<file path="src/hdl/mset_pkg.sv">
// Shared types and constants for the multi-slot event timer table.
package mset_pkg;

	// Operation codes carried by the mode field
	typedef enum logic [1:0] {
		OP_SET    = 2'd0,
		OP_UNSET  = 2'd1,
		OP_TICK   = 2'd2,
		OP_CANCEL = 2'd3
	} mset_op_t;

	// Most fired beats reported for one tick
	localparam int unsigned MAX_RESULTS = 8;
	localparam int unsigned NW = $clog2(MAX_RESULTS + 1);

	typedef struct packed {
		mset_op_t    mode;
		logic [15:0] event_id;
		logic [7:0]  owner_handle;
		logic [31:0] timeout_ms;
		logic        repeat_req;
		logic [15:0] tick_ms;
	} mset_item_t;

	// One slot as held in the slot RAM
	typedef struct packed {
		logic [15:0] ev;
		logic [7:0]  owner;
		logic        rep;
		logic [31:0] timeout;
		logic [31:0] elapsed;
	} mset_slot_t;

	// Controller to datapath
	typedef struct packed {
		logic load;
		logic scan;
		logic flush;
	} mset_cmd_t;

	// Datapath to controller
	typedef struct packed {
		logic stall;
		logic flush_done;
	} mset_sts_t;

endpackage

</file>
<file path="src/hdl/mset_if.sv">
// Handshake interfaces for the item and fired-event channels.
interface mset_item_if;
	logic        valid;
	logic        ready;
	logic [1:0]  mode;
	logic [15:0] event_id;
	logic [7:0]  owner_handle;
	logic [31:0] timeout_ms;
	logic        repeat_req;
	logic [15:0] tick_ms;

	modport source(output valid, mode, event_id, owner_handle, timeout_ms, repeat_req,
		tick_ms, input ready);
	modport sink(input valid, mode, event_id, owner_handle, timeout_ms, repeat_req,
		tick_ms, output ready);
endinterface

interface mset_fire_if;
	logic        valid;
	logic        ready;
	logic [15:0] fired_event;
	logic [7:0]  fired_owner;
	logic        last;

	modport source(output valid, fired_event, fired_owner, last, input ready);
	modport sink(input valid, fired_event, fired_owner, last, output ready);
endinterface

</file>
<file path="src/hdl/mset_ram.sv">
// Generic single-write, single-read RAM with registered read data.
module mset_ram #(
	parameter int unsigned WIDTH = 8,
	parameter int unsigned DEPTH = 8
) (
	input  logic                                     clk,
	input  logic                                     we,
	input  logic [(DEPTH > 1 ? $clog2(DEPTH) : 1)-1:0] waddr,
	input  logic [WIDTH-1:0]                         wdata,
	input  logic [(DEPTH > 1 ? $clog2(DEPTH) : 1)-1:0] raddr,
	output logic [WIDTH-1:0]                         rdata
);
	logic [WIDTH-1:0] mem_q [DEPTH];

	always_ff @(posedge clk) begin
		if (we) begin
			mem_q[waddr] <= wdata;
		end
		rdata <= mem_q[raddr];
	end
endmodule

</file>
<file path="src/hdl/mset_ctrl.sv">
// Sequencer: accepts an item, then for all but cancel walks the slots one per cycle unless stalled, and flushes.
module mset_ctrl #(
	parameter int unsigned SLOTS = 8,
	parameter int unsigned IW    = 3
) (
	input  logic                clk,
	input  logic                arst_n,
	input  logic                item_valid,
	input  mset_pkg::mset_op_t  item_mode,
	output logic                item_ready,
	input  mset_pkg::mset_sts_t sts,
	output mset_pkg::mset_cmd_t cmd,
	output logic [IW-1:0]       idx,
	output logic [IW-1:0]       rd_idx
);
	import mset_pkg::*;

	typedef enum logic [1:0] {
		ST_IDLE,
		ST_SCAN,
		ST_FLUSH
	} state_t;

	localparam logic [IW-1:0] LAST = IW'(SLOTS - 1);

	state_t        state_q;
	logic [IW-1:0] idx_q;

	always_ff @(posedge clk or negedge arst_n) begin
		if (!arst_n) begin
			state_q <= ST_IDLE;
			idx_q   <= '0;
		end else begin
			case (state_q)
				ST_IDLE: begin
					idx_q <= '0;
					if (item_valid && item_mode != OP_CANCEL) begin
						state_q <= ST_SCAN;
					end
				end
				ST_SCAN: begin
					if (!sts.stall) begin
						if (idx_q == LAST) begin
							state_q <= ST_FLUSH;
						end else begin
							idx_q <= idx_q + 1'b1;
						end
					end
				end
				ST_FLUSH: begin
					if (sts.flush_done) begin
						state_q <= ST_IDLE;
					end
				end
				default: begin
					state_q <= ST_IDLE;
				end
			endcase
		end
	end

	always_comb begin
		item_ready = (state_q == ST_IDLE);
		cmd.load   = item_valid && item_ready;
		cmd.scan   = (state_q == ST_SCAN);
		cmd.flush  = (state_q == ST_FLUSH);
		idx        = idx_q;
		// slot 0 is read while idle so its data is ready on the first scan cycle
		rd_idx     = '0;
		if (state_q == ST_SCAN) begin
			if (sts.stall) begin
				rd_idx = idx_q;
			end else if (idx_q != LAST) begin
				rd_idx = idx_q + 1'b1;
			end
		end
	end
endmodule

</file>
<file path="src/hdl/mset_dp.sv">
// Datapath: slot RAM, used flags, tick arithmetic and fired-beat output stage.
module mset_dp #(
	parameter int unsigned SLOTS = 8,
	parameter int unsigned IW    = 3
) (
	input  logic                 clk,
	input  logic                 arst_n,
	input  mset_pkg::mset_cmd_t  cmd,
	input  logic [IW-1:0]        idx,
	input  logic [IW-1:0]        rd_idx,
	input  mset_pkg::mset_item_t item,
	input  logic                 fired_ready,
	output logic                 fired_valid,
	output logic [15:0]          fired_event,
	output logic [7:0]           fired_owner,
	output logic                 fired_last,
	output mset_pkg::mset_sts_t  sts
);
	import mset_pkg::*;

	localparam int unsigned SW = $bits(mset_slot_t);

	mset_item_t       item_q;
	logic [SLOTS-1:0] used_q;
	logic             set_done_q;
	logic [NW-1:0]    n_q;
	logic             pend_v_q;
	logic [15:0]      pend_event_q;
	logic [7:0]       pend_owner_q;
	logic             out_v_q;
	logic [15:0]      out_event_q;
	logic [7:0]       out_owner_q;
	logic             out_last_q;

	mset_slot_t    rd_slot;
	mset_slot_t    wr_slot;
	logic [SW-1:0] rd_word;
	logic          we;
	logic [32:0]   sum;
	logic [31:0]   sat;
	logic [32:0]   diff;
	logic          used_now;
	logic          fire;
	logic          report;
	logic          can_push;
	logic          advance;
	logic          push;

	mset_ram #(.WIDTH(SW), .DEPTH(SLOTS)) u_ram (
		.clk   (clk),
		.we    (we),
		.waddr (idx),
		.wdata (wr_slot),
		.raddr (rd_idx),
		.rdata (rd_word)
	);

	always_comb begin
		rd_slot  = mset_slot_t'(rd_word);
		used_now = used_q[idx];
		// saturating add, then one subtract gives both the compare and the reload
		sum      = {1'b0, rd_slot.elapsed} + {17'b0, item_q.tick_ms};
		sat      = sum[32] ? '1 : sum[31:0];
		diff     = {1'b0, sat} - {1'b0, rd_slot.timeout};
		fire     = (item_q.mode == OP_TICK) && used_now && !diff[32];
		report   = fire && (n_q < NW'(MAX_RESULTS));
		can_push = !out_v_q || fired_ready;

		sts.stall      = report && pend_v_q && !can_push;
		sts.flush_done = !pend_v_q || can_push;
		advance        = cmd.scan && !sts.stall;
		// a held beat moves to the output register during the walk or at flush
		push           = (advance && report && pend_v_q) ||
			(cmd.flush && pend_v_q && can_push);

		wr_slot = rd_slot;
		we      = 1'b0;
		case (item_q.mode)
			OP_SET: begin
				wr_slot.ev      = item_q.event_id;
				wr_slot.owner   = item_q.owner_handle;
				wr_slot.rep     = item_q.repeat_req;
				wr_slot.timeout = item_q.timeout_ms;
				wr_slot.elapsed = '0;
				we              = advance && !set_done_q && !used_now;
			end
			OP_TICK: begin
				wr_slot.elapsed = (fire && rd_slot.rep) ? diff[31:0] : sat;
				we              = advance && used_now;
			end
			default: begin
				we = 1'b0;
			end
		endcase
	end

	always_ff @(posedge clk) begin
		if (cmd.load) begin
			item_q <= item;
		end
		if (advance && report) begin
			pend_event_q <= rd_slot.ev;
			pend_owner_q <= rd_slot.owner;
		end
	end

	always_ff @(posedge clk or negedge arst_n) begin
		if (!arst_n) begin
			used_q     <= '0;
			set_done_q <= 1'b0;
			n_q        <= '0;
			pend_v_q   <= 1'b0;
			out_v_q    <= 1'b0;
			out_event_q <= '0;
			out_owner_q <= '0;
			out_last_q  <= 1'b0;
		end else begin
			if (out_v_q && fired_ready && !push) begin
				out_v_q <= 1'b0;
			end
			if (cmd.load) begin
				set_done_q <= 1'b0;
				n_q        <= '0;
				if (mset_op_t'(item.mode) == OP_CANCEL) begin
					used_q <= '0;
				end
			end
			if (advance) begin
				case (item_q.mode)
					OP_SET: begin
						if (!set_done_q && !used_now) begin
							used_q[idx] <= (item_q.event_id != 16'd0);
							set_done_q  <= 1'b1;
						end
					end
					OP_UNSET: begin
						if (used_now && rd_slot.ev == item_q.event_id) begin
							used_q[idx] <= 1'b0;
						end
					end
					OP_TICK: begin
						if (report) begin
							n_q      <= n_q + 1'b1;
							pend_v_q <= 1'b1;
							if (pend_v_q) begin
								out_v_q     <= 1'b1;
								out_event_q <= pend_event_q;
								out_owner_q <= pend_owner_q;
								out_last_q  <= 1'b0;
							end
						end
					end
					default: begin
					end
				endcase
			end
			if (cmd.flush && pend_v_q && can_push) begin
				pend_v_q    <= 1'b0;
				out_v_q     <= 1'b1;
				out_event_q <= pend_event_q;
				out_owner_q <= pend_owner_q;
				out_last_q  <= 1'b1;
			end
		end
	end

	assign fired_valid = out_v_q;
	assign fired_event = out_event_q;
	assign fired_owner = out_owner_q;
	assign fired_last  = out_last_q;
endmodule

</file>
<file path="src/hdl/multi_slot_event_timer_table_core.sv">
// Top level of the multi-slot event timer table.
//
// A table of SLOTS timer slots held in a small slot RAM, with one flip-flop
// per slot marking it in use (event id not zero); reset clears those flags at
// once, so there is no clearing pass. Set, unset and tick walk the slots one
// per cycle, unless the fired channel stalls, through the RAM's single read
// port; set and tick write a slot back once its registered read data arrives,
// while unset only clears its flag. An item passes through the walk, a flush
// that hands over the held final beat and a return to idle. Cancel clears all
// flags in the cycle it is accepted and does not walk. Tick fires slots in
// slot order, at most eight beats per tick, the final one marked with last.
// Each beat is held back one fire so that last can be known; the output
// register lets the next item start while a final beat waits to be taken.
module multi_slot_event_timer_table_core #(
	parameter int unsigned SLOTS = 8
) (
	input logic        clk,
	input logic        arst_n,
	mset_item_if.sink   item,
	mset_fire_if.source fired
);
	import mset_pkg::*;

	localparam int unsigned IW = (SLOTS > 1) ? $clog2(SLOTS) : 1;

	mset_cmd_t     cmd;
	mset_sts_t     sts;
	mset_item_t    item_pl;
	logic [IW-1:0] idx;
	logic [IW-1:0] rd_idx;

	always_comb begin
		item_pl.mode         = mset_op_t'(item.mode);
		item_pl.event_id     = item.event_id;
		item_pl.owner_handle = item.owner_handle;
		item_pl.timeout_ms   = item.timeout_ms;
		item_pl.repeat_req   = item.repeat_req;
		item_pl.tick_ms      = item.tick_ms;
	end

	// sequencer: owns the item handshake and the slot index
	mset_ctrl #(.SLOTS(SLOTS), .IW(IW)) u_ctrl (
		.clk        (clk),
		.arst_n     (arst_n),
		.item_valid (item.valid),
		.item_mode  (item_pl.mode),
		.item_ready (item.ready),
		.sts        (sts),
		.cmd        (cmd),
		.idx        (idx),
		.rd_idx     (rd_idx)
	);

	// slot storage, tick arithmetic and fired-beat staging
	mset_dp #(.SLOTS(SLOTS), .IW(IW)) u_dp (
		.clk         (clk),
		.arst_n      (arst_n),
		.cmd         (cmd),
		.idx         (idx),
		.rd_idx      (rd_idx),
		.item        (item_pl),
		.fired_ready (fired.ready),
		.fired_valid (fired.valid),
		.fired_event (fired.fired_event),
		.fired_owner (fired.fired_owner),
		.fired_last  (fired.last),
		.sts         (sts)
	);
endmodule

</file>
<file path="src/flat_wrapper.sv">
// flat-port wrapper written by rule: the top's interface ports become plain ports
module multi_slot_event_timer_table_core_flat import mset_pkg::*;
#(
	parameter int unsigned SLOTS = 8
)
  (clk, arst_n, item_valid, item_mode, item_event_id, item_owner_handle, item_timeout_ms, item_repeat_req, item_tick_ms, item_ready, fired_valid, fired_fired_event, fired_fired_owner, fired_last, fired_ready);
  mset_item_if item_i ();
  mset_fire_if fired_i ();
  input logic clk;
  input logic arst_n;
  input wire logic [$bits(item_i.valid)-1:0] item_valid;
  input wire logic [$bits(item_i.mode)-1:0] item_mode;
  input wire logic [$bits(item_i.event_id)-1:0] item_event_id;
  input wire logic [$bits(item_i.owner_handle)-1:0] item_owner_handle;
  input wire logic [$bits(item_i.timeout_ms)-1:0] item_timeout_ms;
  input wire logic [$bits(item_i.repeat_req)-1:0] item_repeat_req;
  input wire logic [$bits(item_i.tick_ms)-1:0] item_tick_ms;
  output wire logic [$bits(item_i.ready)-1:0] item_ready;
  output wire logic [$bits(fired_i.valid)-1:0] fired_valid;
  output wire logic [$bits(fired_i.fired_event)-1:0] fired_fired_event;
  output wire logic [$bits(fired_i.fired_owner)-1:0] fired_fired_owner;
  output wire logic [$bits(fired_i.last)-1:0] fired_last;
  input wire logic [$bits(fired_i.ready)-1:0] fired_ready;
  assign item_i.valid = item_valid;
  assign item_i.mode = item_mode;
  assign item_i.event_id = item_event_id;
  assign item_i.owner_handle = item_owner_handle;
  assign item_i.timeout_ms = item_timeout_ms;
  assign item_i.repeat_req = item_repeat_req;
  assign item_i.tick_ms = item_tick_ms;
  assign item_ready = item_i.ready;
  assign fired_valid = fired_i.valid;
  assign fired_fired_event = fired_i.fired_event;
  assign fired_fired_owner = fired_i.fired_owner;
  assign fired_last = fired_i.last;
  assign fired_i.ready = fired_ready;
  multi_slot_event_timer_table_core #(.SLOTS(SLOTS)) u_core (.clk(clk), .arst_n(arst_n), .item(item_i), .fired(fired_i));
endmodule
</file>
<file path="config.mk">
export PLATFORM = sky130hd
export DESIGN_NAME = multi_slot_event_timer_table_core_flat
export DESIGN_NICKNAME = d
export VERILOG_FILES = /design/src/hdl/mset_pkg.sv /design/src/hdl/mset_if.sv /design/src/hdl/mset_ram.sv /design/src/hdl/mset_ctrl.sv /design/src/hdl/mset_dp.sv /design/src/hdl/multi_slot_event_timer_table_core.sv /design/src/flat_wrapper.sv
export SDC_FILE = /design/constraint.sdc
export NUM_CORES = 1
export LEC_CHECK = 0
export ABC_AREA = 1
export BUFFER_PORTS_ARGS = -buffer_cell sky130_fd_sc_hd__buf_2
export CORE_MARGIN = 5
export CORE_UTILIZATION = 30
export DETAILED_ROUTE_END_ITERATION = 10
export PLACE_DENSITY = 0.54
export SLEW_MARGIN = 20
export SYNTH_ARGS = -nofsm -noshare
export SYNTH_HDL_FRONTEND = slang
export SYNTH_SLANG_ARGS = --single-unit
</file>
<file path="constraint.sdc">
create_clock -name clk -period 11.97 [get_ports clk]
set_input_delay 2.394 -clock clk [delete_from_list [all_inputs] [get_ports clk]]
set_output_delay 2.394 -clock clk [all_outputs]
set_load 0.1 [all_outputs]
</file>
==> results of run 1 <==
placed cells by master (no fill, tap or decap), types with 29 or more instances in the layout:
cell type and n:
ha_1 51, nand2_1 1132, nand3_1 801, a21oi_1 72
inv_1 866, buf_4 45, clkbuf_16 100, dfxtp_1 89
o21ai_0 138, dfrtp_1 45, edfxtp_1 811, xnor2_1 29
nand4_1 103, buf_2 104, nor2_1 84
sequential cells by signal, summed over array words and instances (netlist names), 2 cells and up:
register and cells:
u_core.u_dp.pend_owner_q 8, u_core.u_ctrl.idx 3, u_core.u_dp.n_q 4, u_core.u_ctrl.state_q 2, u_core.u_dp.fired_owner 8, u_core.u_dp.fired_event 16, u_core.u_dp.pend_event_q 16, u_core.u_dp.item_q 75
u_core.u_dp.u_ram.rdata 89, u_core.u_dp.u_ram.mem_q 712, u_core.u_dp.used_q 8
cell type report:
type / count / area share
tap: 1917 / 0.04854
timing repair buffer: 154 / 0.01955
multi-input combinational: 2559 / 0.2486
inverter: 877 / 0.06687
sequential: 945 / 0.5517
clock buffer: 144 / 0.05783
clock inverter: 44 / 0.006938
power groups by stage:
stage | sequential [mW] | combinational, mW | clock [mW]
global route | 4.68 | 6.15 | 3.24
CTS | 4.64 | 5.54 | 3.11
floorplan | 4.88 | 3.72 | 0
finish | 4.65 | 5.54 | 3.03
global placement | 4.71 | 5.49 | 0
detailed placement | 4.71 | 5.51 | 0
per-stage QoR:
stage                     instances  power (mW)
final                          6640       13.22
after global routing           6640       14.07
after CTS                      6640       13.29
after detailed placement       6452       10.22
after global placement         6450       10.19
after floorplan                4609       8.606
routing by layer:
layer,share of wire,global-route usage,vias up
li1,-,-,15190
met4,0.023,0.04166,0
met3,0.063,0.02474,187
met2,0.46,0.2593,983
met5,0,0,-
met1,0.45,0.2192,15160
logic make-up (layout without fill, tap and decap cells):
kind of cell	count (synthesis)	in the layout	synth area share
AND/OR/NAND/NOR	2194	2194	0.2207
flip-flops	945	945	0.6227
XOR/XNOR	44	44	0.008803
AO/OA/AOI/OAI	268	268	0.03281
adder cells (fa/ha/maj)	53	53	0.01549
buffers and inverters	1105	1219	0.09946
how the worst max path moves through the flow:
stage | startpoint | endpoint | slack, ns | cells past startpoint
2_1_floorplan | u_core.u_dp.item_q[0] | u_core.u_dp.u_ram.mem_q[0][0] | 4.10 | 27
3_3_place_gp | u_core.u_dp.item_q[3] | u_core.u_dp.u_ram.rdata[87] | 4.61 | 27
3_5_place_dp | u_core.u_dp.item_q[3] | u_core.u_dp.u_ram.rdata[80] | 4.57 | 27
4_1_cts | u_core.u_dp.item_q[3] | u_core.u_dp.u_ram.rdata[85] | 4.52 | 27
5_1_grt | u_core.u_dp.item_q[3] | u_core.u_dp.u_ram.rdata[81] | 3.97 | 27
6_report | u_core.u_dp.item_q[3] | u_core.u_dp.u_ram.rdata[85] | 4.50 | 26
==> flow_metrics.tcl, run 1 <==
set metrics [dict create \
    run_status "finished clean" \
    regToRegStartpoint "u_core.u_dp.item_q[3]" \
    htree_levels 3 \
    rrSetupSlack_ns 4.50 \
    setup_tns_ns 0 \
    hp-class "register to register" \
    synth_top_area_cell "edfxtp_1" \
    final_area_um2 49410 \
    hp-start "u_core.u_dp.u_ram.rdata[69]" \
    tightest_slew_ns 1.133 \
    portBuffers 105 \
    io_pins 106 \
    drt_iter0_drc 2561 \
    crit_path_frequent_cell "nand2_1" \
    synth_area_um2 43780 \
    pwr_density_cell_nw_per_um2 267.6 \
    holdBufCountCts 0 \
    slew_viol_final 0 \
    hold_path_depth 0 \
    hold_path_end "u_core.u_dp.pend_owner_q[4]" \
    cts.repair.resized 0 \
    die_y_um 392.0 \
    area_growth_pct 12.88 \
    grt_pass1_vias 29920 \
    nFillCells 14710 \
    leakage_nw 21.50 \
    postRouteWirelength_um 124100 \
    core_um2 145400 \
    yosys.cell_types.count 48 \
    ys_warn_count 0 \
    path_buf_inv 3 \
    p_comb_frac 0.419 \
    gp_congestion 0.9006 \
    r2r_end "u_core.u_dp.u_ram.rdata[85]" \
    synth.top_cell.area_share 0.5563 \
    synth.top_cells.by_count "nand2_1, inv_1, edfxtp_1" \
    cts.sinks 945 \
    synth.net_count 4741 \
    p_int_mw 7.669 \
    row_count 140 \
    cts_tree "built" \
    final_layout_size_suffix_gt1_frac 0.07305 \
    cts-buffers-inserted 100 \
    dpl.hpwl_um 69470 \
    die_area_um2 153700 \
    grt_start_max_net_pins 205 \
    maxCapViolCount 0 \
    rsz0062_at_grt "no" \
    worst_slack_ns 4.497 \
    critPathSlowestCell "nand2_8" \
    antenna_found_initial 9 \
    max_slew_margin 0.2448 \
    ys_seq_area_frac 0.6227 \
    worstPathArrival_ns 8.06 \
    antenna_left 0 \
    crit_type "register to register" \
    clk_pin_slew_ns 0.06 \
    diodes 0 \
    clkPwrFrac 0.229 \
    pwr-share-seq 0.352 \
    clock_path_buffers 3 \
    finish.utilization 0.3399 \
    endpoint_kind "register" \
    seqCellArea_um2 27260 \
    worst-path-max-fanout 139 \
    cp_slowest_stage_delay_ns 0.97 \
    finalSetupViolCount 0 \
    dpl_cell_area_um2 46210 \
    fin_hold_ws_ns 0.4151 \
    multi_input_area_um2 12280 \
    hold_viol_final 0 \
    num_vias 31530 \
    clock_skew_ns 0.02647 \
    grt_pass1_wl_um 187300 \
    syn_area_per_cell_um2 9.498 \
    die-width_um 392.0 \
    synth_edf_count 811 \
    synth_most_common_cell "nand2_1" \
    switching_power_mw 5.555 \
    fmax_mhz 133.8 \
    place_ws_ns 4.572 \
    drc_errors 0 \
    final_nets 4769 \
    post-cts-setup-buffers 0 \
    period_minus_slack_ns 7.473 \
    start_util 0.3011 \
    insertion_delay_ns 0.71 \
    crit_family "simple AND/OR/NAND/NOR gates" \
    reg2reg_depth 26 \
    syn_inst 4609 \
    first_pass_iters 5 \
    avgRoutedWirePerCell_um 18.69 \
    ys_top_cells_by_area "edfxtp_1, nand2_1, nand3_1, inv_1, dfxtp_1" \
    synth_ff_type "edfxtp_1" \
    start_kind "register" \
    switching_share 0.4201 \
    async_reset_ff_frac 0.04762 \
    synth_seq_cells 945 \
    finalCritPeriodShare 0.6243 \
    root_buffer "clkbuf_16" \
    peakVddDrop_mv 0.1291 \
    via_per_inst 4.748 \
    crit_required_ns 12.55 \
    grt_use_total 0.1583 \
    overflow 0 \
]
Power figures use the tool's default switching activity.
==> run 2, diff against run 1 <==
PLACE_DENSITY = 0.56   (was 0.54)
clock period = 6.55 ns   (was 11.97 ns; I/O delays follow)
==> run 2 against run 1 <==
Maximum frequency increased by 26%. Hold slack improved by 0.017 ns. Clock-buffer cell count decreased by 17. Design area increased by 1.5%. Cell count increased by 0.45%. Sequential share of layout area decreased by 0.80 points. Sequential cell count unchanged. Die area unchanged. Critical endpoint is now u_core.u_dp.u_ram.rdata[43]. Clock power increased by 85%. Via count about the same. Global-route usage increased by 0.26 points. First-iteration DRC count decreased by 5.8%.
==> flow_metrics.tcl, run 2 (synthesis results as in run 1) <==
set metrics [dict create \
    final_area_um2 50140 \
    drt_iter0_drc 2413 \
    holdBufCountCts 0 \
    grt_pass1_vias 30390 \
    die_area_um2 153700 \
    crit_type "register to register" \
    insertion_delay_ns 0.71 \
    dpl.hpwl_um 72910 \
    hp-class "register to register" \
    cts_tree "built" \
    regMostFlops "u_core.u_dp.u_ram.mem_q" \
    root_buffer "clkbuf_16" \
    final_layout_size_suffix_gt1_frac 0.07955 \
    start_kind "register" \
    clk_pin_slew_ns 0.06 \
    htree_levels 3 \
    die_y_um 392.0 \
    first_pass_iters 6 \
    cp_slowest_stage_delay_ns 0.39 \
    cts.repair.resized 0 \
    dpl_cell_area_um2 46900 \
    post-cts-setup-buffers 0 \
    largest_register_ffs 712 \
    pwr_density_cell_nw_per_um2 489.8 \
    clock_path_buffers 3 \
    core_um2 145400 \
    run_status "finished clean" \
    period_minus_slack_ns 5.943 \
    fmax_mhz 168.3 \
    rsz0062_at_grt "no" \
    worst-path-max-fanout 50 \
    slew_viol_final 0 \
    max_slew_margin 0.2543 \
    cts-buffers-inserted 100 \
    area_growth_pct 14.54 \
    grt_use_total 0.1609 \
    antenna_found_initial 5 \
    avgRoutedWirePerCell_um 18.78 \
    final_nets 4798 \
    crit_path_frequent_cell "nand2_1" \
    drc_errors 0 \
    overflow 0 \
    num_vias 31540 \
    largest_registers "u_core.u_dp.u_ram.mem_q x712, u_core.u_dp.u_ram.rdata x89, u_core.u_dp.item_q x75" \
    die-width_um 392.0 \
    finalSetupViolCount 0 \
    finalPower_mw 24.56 \
    maxCapViolCount 0 \
    portBuffers 105 \
    grt_pass1_wl_um 189700 \
    crit_required_ns 7.19 \
    peakVddDrop_mv 0.2842 \
    leakage_nw 21.81 \
    finalCritPeriodShare 0.9074 \
    hold_viol_final 0 \
    worstPathArrival_ns 6.58 \
    endpoint_kind "register" \
    grt_start_max_net_pins 105 \
    via_per_inst 4.728 \
    final_common_cell "nand2_1" \
    gp_congestion 0.9153 \
    postRouteWirelength_um 125300 \
    tightest_slew_ns 1.107 \
    cts.sinks 945 \
    io_pins 106 \
    row_count 140 \
    critPathSlowestCell "fa_1" \
    start_util 0.3011 \
    antenna_left 0 \
    layout_common_cells "nand2_1, inv_1, edfxtp_1, nand3_1, o21ai_0" \
    clock_skew_ns 0.02599 \
]
-- run 2: power by group --
group          switching (mW)  total, mW  internal [mW]
combinational            7.42       10.4           3.02
sequential              0.483       8.52           8.04
clock                    2.40       5.61           3.20
total                    10.3       24.6           14.3
-- run 2: layout make-up --
type / count / area (um^2)
repair buffers: 183 / 1657
inverters: 877 / 3313
fillers: 14700 / 95250
well taps: 1917 / 2399
multi-input cells: 2559 / 12290
diodes: 1 / 2.502
clock buffers: 127 / 2706
flip-flops and latches: 945 / 27260
clock inverters: 61 / 518.0
-- run 2: through the flow --
stage / setup WS (ns) / std cells / util / setup TNS (ns) / hold slack [ns]
after floorplan: -1.324 / 4609 / - / -942.66 / 0.4082
after global placement: 0.5458 / 6481 / 0.3225 / 0 / 0.4164
after detailed placement: 0.4803 / 6481 / 0.3225 / 0 / 0.4175
after CTS: 0.4166 / 6669 / 0.3447 / 0 / 0.4322
after global routing: 0.1190 / 6669 / 0.3449 / 0 / 0.4549
final: 0.6066 / 6670 / 0.3449 / 0 / 0.4325
-- run 2: metal layers --
layer	global-route usage	wire (um)
met2	0.2602	57540
met3	0.03204	8261
met1	0.2158	55310
met5	0	0
met4	0.05601	4178
-- run 2: critical path: cells and delay by family (launching register included) --
family	cells	cell delay, ns
buf+inv	4	0.82
flops	1	0.38
simple gates	25	3.23
fa+ha+maj	4	1.09
compound gates	1	0.28
-- run 2: path summary, 6_finish.rpt --
check,endpoint,start,cells after the start,slack [ns]
setup / recovery,u_core.u_dp.u_ram.rdata[43],u_core.u_dp.u_ram.rdata[0],34,0.61
hold / removal,u_core.u_dp.pend_owner_q[6],u_core.u_dp.u_ram.rdata[71],0,0.43
setup reg to reg,u_core.u_dp.u_ram.rdata[43],u_core.u_dp.u_ram.rdata[0],34,0.61
hold reg to reg,u_core.u_dp.pend_owner_q[6],u_core.u_dp.u_ram.rdata[71],0,0.43
max in group asynchronous,u_core.u_dp.used_q[6],arst_n,2,5.41
min in group asynchronous,u_core.u_dp.fired_owner[7],arst_n,2,0.69
